===== src/rtl/core/sm3_pkg.sv =====
package sm3_pkg;

   typedef enum logic [2:0] {
      ST_IDLE,
      ST_PAD,
      ST_COMP,
      ST_FOLD,
      ST_OUT
   } state_type;

   localparam int BLOCK_WORDS  = 16;
   localparam int ROUNDS       = 64;
   localparam int DIGEST_WORDS = 8;

   localparam logic [31:0] SM3_IV [DIGEST_WORDS] = '{
      32'h7380_166F, 32'h4914_B2B9, 32'h1724_42D7, 32'hDA8A_0600,
      32'hA96F_30BC, 32'h1631_38AA, 32'hE38D_EE4D, 32'hB0FB_0E4E
   };

   localparam logic [31:0] TJ_LOW   = 32'h79CC_4519;
   localparam logic [31:0] TJ_HIGH  = 32'h7A87_9D8A;
   localparam logic [7:0]  PAD_BYTE = 8'h80;

   function automatic logic [31:0] rotl(input logic [31:0] x, input logic [4:0] n);
      logic [63:0] t;
      t = {x, x} << n;
      return t[63:32];
   endfunction

   function automatic logic [31:0] perm0(input logic [31:0] x);
      return x ^ rotl(x, 5'd9) ^ rotl(x, 5'd17);
   endfunction

   function automatic logic [31:0] perm1(input logic [31:0] x);
      return x ^ rotl(x, 5'd15) ^ rotl(x, 5'd23);
   endfunction

endpackage


===== src/rtl/core/sm3_if.sv =====
interface sm3_req_if;
   logic        valid;
   logic        ready;
   logic [31:0] data;
   logic [2:0]  nbytes;
   logic        last;

   modport source (output valid, output data, output nbytes, output last, input ready);
   modport sink   (input valid, input data, input nbytes, input last, output ready);
endinterface

interface sm3_rsp_if;
   logic        valid;
   logic        ready;
   logic [31:0] digest_word;
   logic [2:0]  word_index;
   logic        last_res;

   modport source (output valid, output digest_word, output word_index, output last_res,
                   input ready);
   modport sink   (input valid, input digest_word, input word_index, input last_res,
                   output ready);
endinterface


===== src/rtl/core/sm3_hash_engine.sv =====
// SM3 hash engine.
// req_ch takes the message as big-endian 32-bit words (first byte in bits 31..24).
// Every word carries four bytes except the one marked last, whose nbytes (0..4,
// larger counts read as 4) gives its valid leading bytes.
// Sixteen words make a block. The 16th word starts a compression: 64 rounds at
// one round per cycle on a single shared round unit, then a fold of the result
// into the chaining value. req_ch.ready is low while a block is compressed.
// After the last word the sequencer writes the padding words (0x80 if still
// owed, zeros, the 64-bit bit length) one per cycle and compresses one or two
// more blocks; then rsp_ch presents the eight digest words, index 0 first,
// last_res on index 7. How soon digest word 0 follows the last word depends on
// how many padding words remain and whether a second padding block is needed.
// A stalled receiver simply holds the current digest word; no new word is taken
// until all eight digest words are delivered, after which a new message begins.
// Reset (synchronous) loads the initial vector and starts an empty message.
module sm3_hash_engine (
   input logic        clock,
   input logic        reset,
   sm3_req_if.sink    req_ch,
   sm3_rsp_if.source  rsp_ch
);
   import sm3_pkg::*;

   state_type   state_ff, state_in;
   logic [3:0]  fill_ff, fill_in;          // words in the block buffer
   logic [63:0] bits_ff, bits_in;          // message length in bits
   logic        owed_ff, owed_in;          // 0x80 still to be placed
   logic        final_ff, final_in;        // padding in progress
   logic        len_hi_ff, len_hi_in;      // high length word written
   logic        len_done_ff, len_done_in;  // low length word written
   logic [5:0]  round_ff, round_in;
   logic [2:0]  out_idx_ff, out_idx_in;
   logic [31:0] chain_ff [DIGEST_WORDS];
   logic [31:0] vars_ff  [DIGEST_WORDS];
   // block buffer, reused as the sliding expansion window during the rounds
   logic [31:0] wnd_ff   [BLOCK_WORDS];

   logic        req_take, rsp_take;
   logic        wr_en;
   logic [31:0] wr_word;
   logic        blk_start;
   logic [2:0]  nb_eff;
   logic [31:0] keep_mask, pad_word;

   // round unit
   logic [31:0] tj, a12, ss1, ss2, ffv, ggv, tt1, tt2, w_new;

   assign req_take  = req_ch.valid && req_ch.ready;
   assign rsp_take  = rsp_ch.valid && rsp_ch.ready;
   assign blk_start = wr_en && (fill_ff == 4'(BLOCK_WORDS - 1));

   always_comb begin
      tj  = (round_ff[5:4] == 2'd0) ? TJ_LOW : TJ_HIGH;
      a12 = rotl(vars_ff[0], 5'd12);
      ss1 = rotl(a12 + vars_ff[4] + rotl(tj, round_ff[4:0]), 5'd7);
      ss2 = ss1 ^ a12;
      if (round_ff[5:4] == 2'd0) begin
         ffv = vars_ff[0] ^ vars_ff[1] ^ vars_ff[2];
         ggv = vars_ff[4] ^ vars_ff[5] ^ vars_ff[6];
      end else begin
         ffv = (vars_ff[0] & vars_ff[1]) | (vars_ff[0] & vars_ff[2])
             | (vars_ff[1] & vars_ff[2]);
         ggv = (vars_ff[4] & vars_ff[5]) | (~vars_ff[4] & vars_ff[6]);
      end
      tt1   = ffv + vars_ff[3] + ss2 + (wnd_ff[0] ^ wnd_ff[4]);
      tt2   = ggv + vars_ff[7] + ss1 + wnd_ff[0];
      w_new = perm1(wnd_ff[0] ^ wnd_ff[7] ^ rotl(wnd_ff[13], 5'd15))
            ^ rotl(wnd_ff[3], 5'd7) ^ wnd_ff[10];
   end

   // final partial word: keep nb leading bytes, place 0x80 right after them if nb < 4
   always_comb begin
      nb_eff    = (req_ch.nbytes > 3'd4) ? 3'd4 : req_ch.nbytes;
      keep_mask = ~(32'hFFFF_FFFF >> {nb_eff, 3'b000});
      pad_word  = {PAD_BYTE, 24'd0} >> {nb_eff, 3'b000};
   end

   // next state
   always_comb begin
      state_in = state_ff;
      case (state_ff)
         ST_IDLE: begin
            if (req_take) begin
               if (blk_start)          state_in = ST_COMP;
               else if (req_ch.last)   state_in = ST_PAD;
            end
         end
         ST_PAD: begin
            if (blk_start) state_in = ST_COMP;
         end
         ST_COMP: begin
            if (round_ff == 6'(ROUNDS - 1)) state_in = ST_FOLD;
         end
         ST_FOLD: begin
            if (len_done_ff)   state_in = ST_OUT;
            else if (final_ff) state_in = ST_PAD;
            else               state_in = ST_IDLE;
         end
         ST_OUT: begin
            if (rsp_take && out_idx_ff == 3'(DIGEST_WORDS - 1)) state_in = ST_IDLE;
         end
         default: state_in = ST_IDLE;
      endcase
   end

   // sequencer outputs and control updates
   always_comb begin
      wr_en       = 1'b0;
      wr_word     = '0;
      owed_in     = owed_ff;
      final_in    = final_ff;
      len_hi_in   = len_hi_ff;
      len_done_in = len_done_ff;
      bits_in     = bits_ff;
      round_in    = round_ff;
      out_idx_in  = out_idx_ff;
      case (state_ff)
         ST_IDLE: begin
            if (req_take) begin
               wr_en = 1'b1;
               if (!req_ch.last) begin
                  wr_word = req_ch.data;
                  bits_in = bits_ff + 64'd32;
               end else begin
                  wr_word  = (req_ch.data & keep_mask) | pad_word;
                  bits_in  = bits_ff + {58'd0, nb_eff, 3'b000};
                  final_in = 1'b1;
                  owed_in  = (nb_eff == 3'd4);
               end
            end
         end
         ST_PAD: begin
            wr_en = 1'b1;
            if (owed_ff) begin
               wr_word = {PAD_BYTE, 24'd0};
               owed_in = 1'b0;
            end else if (len_hi_ff) begin
               wr_word     = bits_ff[31:0];
               len_hi_in   = 1'b0;
               len_done_in = 1'b1;
            end else if (fill_ff == 4'(BLOCK_WORDS - 2)) begin
               wr_word   = bits_ff[63:32];
               len_hi_in = 1'b1;
            end
         end
         ST_COMP: begin
            round_in = round_ff + 6'd1;
         end
         ST_OUT: begin
            if (rsp_take) begin
               out_idx_in = out_idx_ff + 3'd1;
               if (out_idx_ff == 3'(DIGEST_WORDS - 1)) begin
                  bits_in     = '0;
                  final_in    = 1'b0;
                  len_done_in = 1'b0;
               end
            end
         end
         default: ;
      endcase
      if (blk_start) round_in = '0;
   end

   assign fill_in = wr_en ? fill_ff + 4'd1 : fill_ff;

   always_comb begin
      req_ch.ready       = (state_ff == ST_IDLE);
      rsp_ch.valid       = (state_ff == ST_OUT);
      rsp_ch.digest_word = chain_ff[out_idx_ff];
      rsp_ch.word_index  = out_idx_ff;
      rsp_ch.last_res    = (out_idx_ff == 3'(DIGEST_WORDS - 1));
   end

   always_ff @(posedge clock) begin
      if (reset) begin
         state_ff    <= ST_IDLE;
         fill_ff     <= '0;
         bits_ff     <= '0;
         owed_ff     <= 1'b0;
         final_ff    <= 1'b0;
         len_hi_ff   <= 1'b0;
         len_done_ff <= 1'b0;
         round_ff    <= '0;
         out_idx_ff  <= '0;
      end else begin
         state_ff    <= state_in;
         fill_ff     <= fill_in;
         bits_ff     <= bits_in;
         owed_ff     <= owed_in;
         final_ff    <= final_in;
         len_hi_ff   <= len_hi_in;
         len_done_ff <= len_done_in;
         round_ff    <= round_in;
         out_idx_ff  <= out_idx_in;
      end
   end

   // chaining value
   always_ff @(posedge clock) begin
      if (reset) begin
         chain_ff <= SM3_IV;
      end else if (state_ff == ST_FOLD) begin
         for (int i = 0; i < DIGEST_WORDS; i++) chain_ff[i] <= chain_ff[i] ^ vars_ff[i];
      end else if (rsp_take && out_idx_ff == 3'(DIGEST_WORDS - 1)) begin
         chain_ff <= SM3_IV;
      end
   end

   // working registers A..H
   always_ff @(posedge clock) begin
      if (blk_start) begin
         vars_ff <= chain_ff;
      end else if (state_ff == ST_COMP) begin
         vars_ff[0] <= tt1;
         vars_ff[1] <= vars_ff[0];
         vars_ff[2] <= rotl(vars_ff[1], 5'd9);
         vars_ff[3] <= vars_ff[2];
         vars_ff[4] <= perm0(tt2);
         vars_ff[5] <= vars_ff[4];
         vars_ff[6] <= rotl(vars_ff[5], 5'd19);
         vars_ff[7] <= vars_ff[6];
      end
   end

   // block buffer / expansion window
   always_ff @(posedge clock) begin
      if (wr_en) begin
         wnd_ff[fill_ff] <= wr_word;
      end else if (state_ff == ST_COMP) begin
         for (int i = 0; i < BLOCK_WORDS - 1; i++) wnd_ff[i] <= wnd_ff[i + 1];
         wnd_ff[BLOCK_WORDS - 1] <= w_new;
      end
   end

endmodule


===== src/flat_wrapper.sv =====
// flat-port wrapper written by rule: the top's interface ports become plain ports
module sm3_hash_engine_flat import sm3_pkg::*;
  (clock, reset, req_ch_valid, req_ch_data, req_ch_nbytes, req_ch_last, req_ch_ready, rsp_ch_valid, rsp_ch_digest_word, rsp_ch_word_index, rsp_ch_last_res, rsp_ch_ready);
  sm3_req_if req_ch_i ();
  sm3_rsp_if rsp_ch_i ();
  input logic clock;
  input logic reset;
  input wire logic [$bits(req_ch_i.valid)-1:0] req_ch_valid;
  input wire logic [$bits(req_ch_i.data)-1:0] req_ch_data;
  input wire logic [$bits(req_ch_i.nbytes)-1:0] req_ch_nbytes;
  input wire logic [$bits(req_ch_i.last)-1:0] req_ch_last;
  output wire logic [$bits(req_ch_i.ready)-1:0] req_ch_ready;
  output wire logic [$bits(rsp_ch_i.valid)-1:0] rsp_ch_valid;
  output wire logic [$bits(rsp_ch_i.digest_word)-1:0] rsp_ch_digest_word;
  output wire logic [$bits(rsp_ch_i.word_index)-1:0] rsp_ch_word_index;
  output wire logic [$bits(rsp_ch_i.last_res)-1:0] rsp_ch_last_res;
  input wire logic [$bits(rsp_ch_i.ready)-1:0] rsp_ch_ready;
  assign req_ch_i.valid = req_ch_valid;
  assign req_ch_i.data = req_ch_data;
  assign req_ch_i.nbytes = req_ch_nbytes;
  assign req_ch_i.last = req_ch_last;
  assign req_ch_ready = req_ch_i.ready;
  assign rsp_ch_valid = rsp_ch_i.valid;
  assign rsp_ch_digest_word = rsp_ch_i.digest_word;
  assign rsp_ch_word_index = rsp_ch_i.word_index;
  assign rsp_ch_last_res = rsp_ch_i.last_res;
  assign rsp_ch_i.ready = rsp_ch_ready;
  sm3_hash_engine u_core (.clock(clock), .reset(reset), .req_ch(req_ch_i), .rsp_ch(rsp_ch_i));
endmodule

===== config.mk =====
export PLATFORM = sky130hd
export DESIGN_NAME = sm3_hash_engine_flat
export DESIGN_NICKNAME = d
export VERILOG_FILES = /design/src/rtl/core/sm3_pkg.sv /design/src/rtl/core/sm3_if.sv /design/src/rtl/core/sm3_hash_engine.sv /design/src/flat_wrapper.sv
export SDC_FILE = /design/constraint.sdc
export NUM_CORES = 2
export LEC_CHECK = 0
export BUFFER_PORTS_ARGS = -buffer_cell sky130_fd_sc_hd__buf_2
export CAP_MARGIN = 25
export CORE_ASPECT_RATIO = 0.5
export CORE_MARGIN = 2
export CORE_UTILIZATION = 40
export CTS_BUF_LIST = sky130_fd_sc_hd__clkbuf_4 sky130_fd_sc_hd__clkbuf_8 sky130_fd_sc_hd__clkbuf_16
export DETAILED_ROUTE_END_ITERATION = 10
export HOLD_SLACK_MARGIN = 0.1
export SYNTH_ARGS = -nofsm -noshare
export SYNTH_HDL_FRONTEND = slang
export SYNTH_SLANG_ARGS = --single-unit

===== constraint.sdc =====
create_clock -name clock -period 14.73 [get_ports clock]
set_input_delay 1.473 -clock clock [delete_from_list [all_inputs] [get_ports clock]]
set_output_delay 1.473 -clock clock [all_outputs]
set_load 0.005 [all_outputs]

==> results.txt <==
run status: complete, no violations
setup bufs post-CTS: 0
cell types occupying the most area after synthesis: sky130_fd_sc_hd__edfxtp_1, sky130_fd_sc_hd__dfxtp_1, sky130_fd_sc_hd__a21o_1, sky130_fd_sc_hd__fa_1, sky130_fd_sc_hd__xnor2_1
RSZ-0062 raised after global routing: no
most frequently used flop master after synthesis: sky130_fd_sc_hd__edfxtp_1
DRC: 0
Lkg Pwr: 28.2 nW
sort of element at the start of the critical path: flip-flop
GR met2 Demand/Resource: 43.5%
TritonCTS clock tree: built
sort of element at the end of the critical path: flip-flop
pre-CTS setup slack: 4.04 ns
async set or reset register ratio after synthesis: 0%
H-tree levels: 3
Clock Root Buffer: sky130_fd_sc_hd__clkbuf_16
hold_buf cts: 0
critical path's largest stage delay: 0.73 ns
DIE HEIGHT: 282 µm
total nets after synthesis: 6,213
Power per Cell Area: 112 nW/µm²
Die ar.: 158,000 µm²
max-capacitance violation count: 0
met1 Track Usage GR: 42.8%
Worst path slowest cell: sky130_fd_sc_hd__a311oi_1
final wirelength: 231 mm
Crit path top cell by count: sky130_fd_sc_hd__a21oi_1
initial antenna violation count: 13
number of sinks on the clock net: 1,105
clock latency on the worst-skew pair: 0.75 ns
starting utilization of the core area: 40.5%
average footprint of a synthesized cell: 10.5 µm²
Crit path required time: 15.20 ns
Final HPWL DP: 169 mm
number of design-rule violations left by the first detailed-router iteration: 6,045
via count of the first global-routing pass: 43,900
Arr. time, crit path: 11.26 ns
GRT Max-Usage Layer: met2
post-synthesis sequential area ratio: 48.3%
worst min-delay path category: flip-flop to flip-flop
met3 Resource Use GR: 4.94%
Overflow after GRT: 0
pin slew with the least headroom to its limit: 1.24 ns
Final Net Count: 6,130
post-synthesis register bit count: 1,105
horizontal die dimension: 559 µm
global-route wire length before repair: 329 mm
area leader, netlist: sky130_fd_sc_hd__edfxtp_1
Rel. slew slack: 17.0%
max frequency: 92.7 MHz
worst vdd rail ir drop: 108 µV
Pins Over Slew Limit: 0
DR vias: 46,800
top cells by count, synth: sky130_fd_sc_hd__nand2_1, sky130_fd_sc_hd__edfxtp_1, sky130_fd_sc_hd__a21o_1, sky130_fd_sc_hd__a21oi_1, sky130_fd_sc_hd__xnor2_1
cells after synthesis: 5,876
Num CTS Buffers: 104
Hold WS: 0.486 ns
number of buffer cells added on primary ports: 77
reg-to-reg setup timing slack: 3.95 ns
cell row count: 101
class of the most critical setup path: flip-flop to flip-flop
final critical-path share of the clock period: 73.2%
number of warnings issued by yosys: 0
largest net degree at the start of global routing: 230
cell with the most instances after synthesis: sky130_fd_sc_hd__nand2_1
post-route worst setup slack: 3.95 ns
CTS-repair resized insts: 0
Worst-path clk slew: 0.07 ns
Syn Std Cell Area: 61,700 µm²
final hold viol count: 0
min Tclk post-route: 10.78 ns
synth-to-layout area growth: 10.2%
post-route ant nets: 0
number of distinct library cell variants in the gate-level netlist after synthesis: 86
average wire per standard cell: 29.1 µm
CP Max Fanout: 45
ratio of routed vias to standard cells: 5.89
Post-Route Setup TNS: 0 ns
Yosys top cell area share: 37.4%
Setup Skew: 0.0459 ns
final RePlAce weighted congestion: 0.966
1st-pass router iterations: 6
number of top-level pins: 78
fraction of final layout cells sized beyond drive strength 1: 10.4%
endpoints failing setup: 0
area of the placeable core: 152,000 µm²
Clock Path Buffers: 3
number of flops mapped to enable cells by yosys: 768
GRT Util Overall: 28.9%
worst paths after layout:
check,startpoint,endpoint,cells after the start
worst min register to register,u_core.final_ff,u_core.final_ff,2
worst max-delay path,u_core.round_ff[4],u_core.a12[10],36
worst max register to register,u_core.round_ff[4],u_core.a12[10],36
worst min-delay path,u_core.final_ff,u_core.final_ff,2
worst max-delay path: cells and delay by family (launching register included):
family | cells | cell delay, ns
compound gates | 18 | 4.73
fa+ha+maj | 7 | 2.81
buf+inv | 4 | 1.33
mux | 2 | 0.47
xor+xnor | 2 | 0.46
simple gates | 3 | 0.41
flops | 1 | 0.31
through the flow:
step	area, µm²	utilization, %	instances	total power [mW]
after floorplan	61700	-	5876	4.26
after global placement	64100	42.1	7740	4.68
after detailed placement	64200	42.1	7745	4.69
after CTS	67900	44.6	7943	7.64
after global routing	67900	44.6	7945	7.85
final	68000	44.6	7950	7.62
cell usage in the layout, fill, tap and decap left out, types with 15 or more instances in the layout:
master / count
sky130_fd_sc_hd__xnor2_1: 367
sky130_fd_sc_hd__or2_2: 97
sky130_fd_sc_hd__o211ai_1: 75
sky130_fd_sc_hd__a31oi_1: 34
sky130_fd_sc_hd__or3_1: 56
sky130_fd_sc_hd__clkinv_2: 16
sky130_fd_sc_hd__mux2i_1: 74
sky130_fd_sc_hd__edfxtp_1: 768
sky130_fd_sc_hd__dfxtp_1: 333
sky130_fd_sc_hd__inv_1: 305
sky130_fd_sc_hd__xor2_1: 128
sky130_fd_sc_hd__buf_4: 66
sky130_fd_sc_hd__clkinv_1: 16
sky130_fd_sc_hd__a21o_1: 532
sky130_fd_sc_hd__nand4_1: 32
sky130_fd_sc_hd__o21ai_4: 15
sky130_fd_sc_hd__nor3_1: 35
sky130_fd_sc_hd__mux2_2: 51
sky130_fd_sc_hd__nand3_1: 141
sky130_fd_sc_hd__nand2_1: 821
sky130_fd_sc_hd__fa_1: 189
sky130_fd_sc_hd__ha_1: 108
sky130_fd_sc_hd__buf_2: 76
sky130_fd_sc_hd__nor2_1: 192
sky130_fd_sc_hd__o21ai_0: 330
sky130_fd_sc_hd__a21oi_1: 401
sky130_fd_sc_hd__clkbuf_16: 105
sky130_fd_sc_hd__mux4_2: 64
sky130_fd_sc_hd__a22oi_1: 28
sky130_fd_sc_hd__clkbuf_4: 16
sky130_fd_sc_hd__nand2b_1: 21
sky130_fd_sc_hd__and3_1: 133
kinds of logic after synthesis:
family | after synthesis | synth area share, %
xor+xnor | 499 | 7.15
fa+ha+maj | 297 | 8.33
compound gates | 1545 | 16.0
flops | 1105 | 48.3
buf+inv | 643 | 3.93
mux | 189 | 4.47
simple gates | 1598 | 11.8
where the power goes:
group	internal (mW)	switching, mW
Combinational	0.439	0.773
Clock	1.66	1.32
Sequential	3.40	0.0369
Total	5.49	2.13
sequential cells by signal (all words and copies together) (netlist names):
signal and count:
u_core.final_ff 1, u_core.chain_ff 256, u_core.fill_ff 4, u_core.round_ff 6, u_core.len_done_ff 1, u_core.wnd_ff 512, u_core.bits_ff 61, u_core.state_ff 3
u_core.vars_ff 224, u_core.len_hi_ff 1, u_core.a12 32, u_core.owed_ff 1, u_core.rsp_ch.word_index 3
layer usage:
metal,wire [µm],up-vias
li1,-,20600
met1,105000,23800
met2,99300,2135
met3,20200,270
met4,6830,6
met5,33,-
layout make-up:
type,instances,area [µm²]
well taps,2060,2580
flip-flops and latches,1105,29800
fillers,14300,84500
clock buffers,132,2900
repair buffers,147,967
multi-input cells,4128,29700
inverters,307,1150
clock inverters,66,820
diodes,5,12.5
No activity file was read; power rests on OpenSTA's default activity.
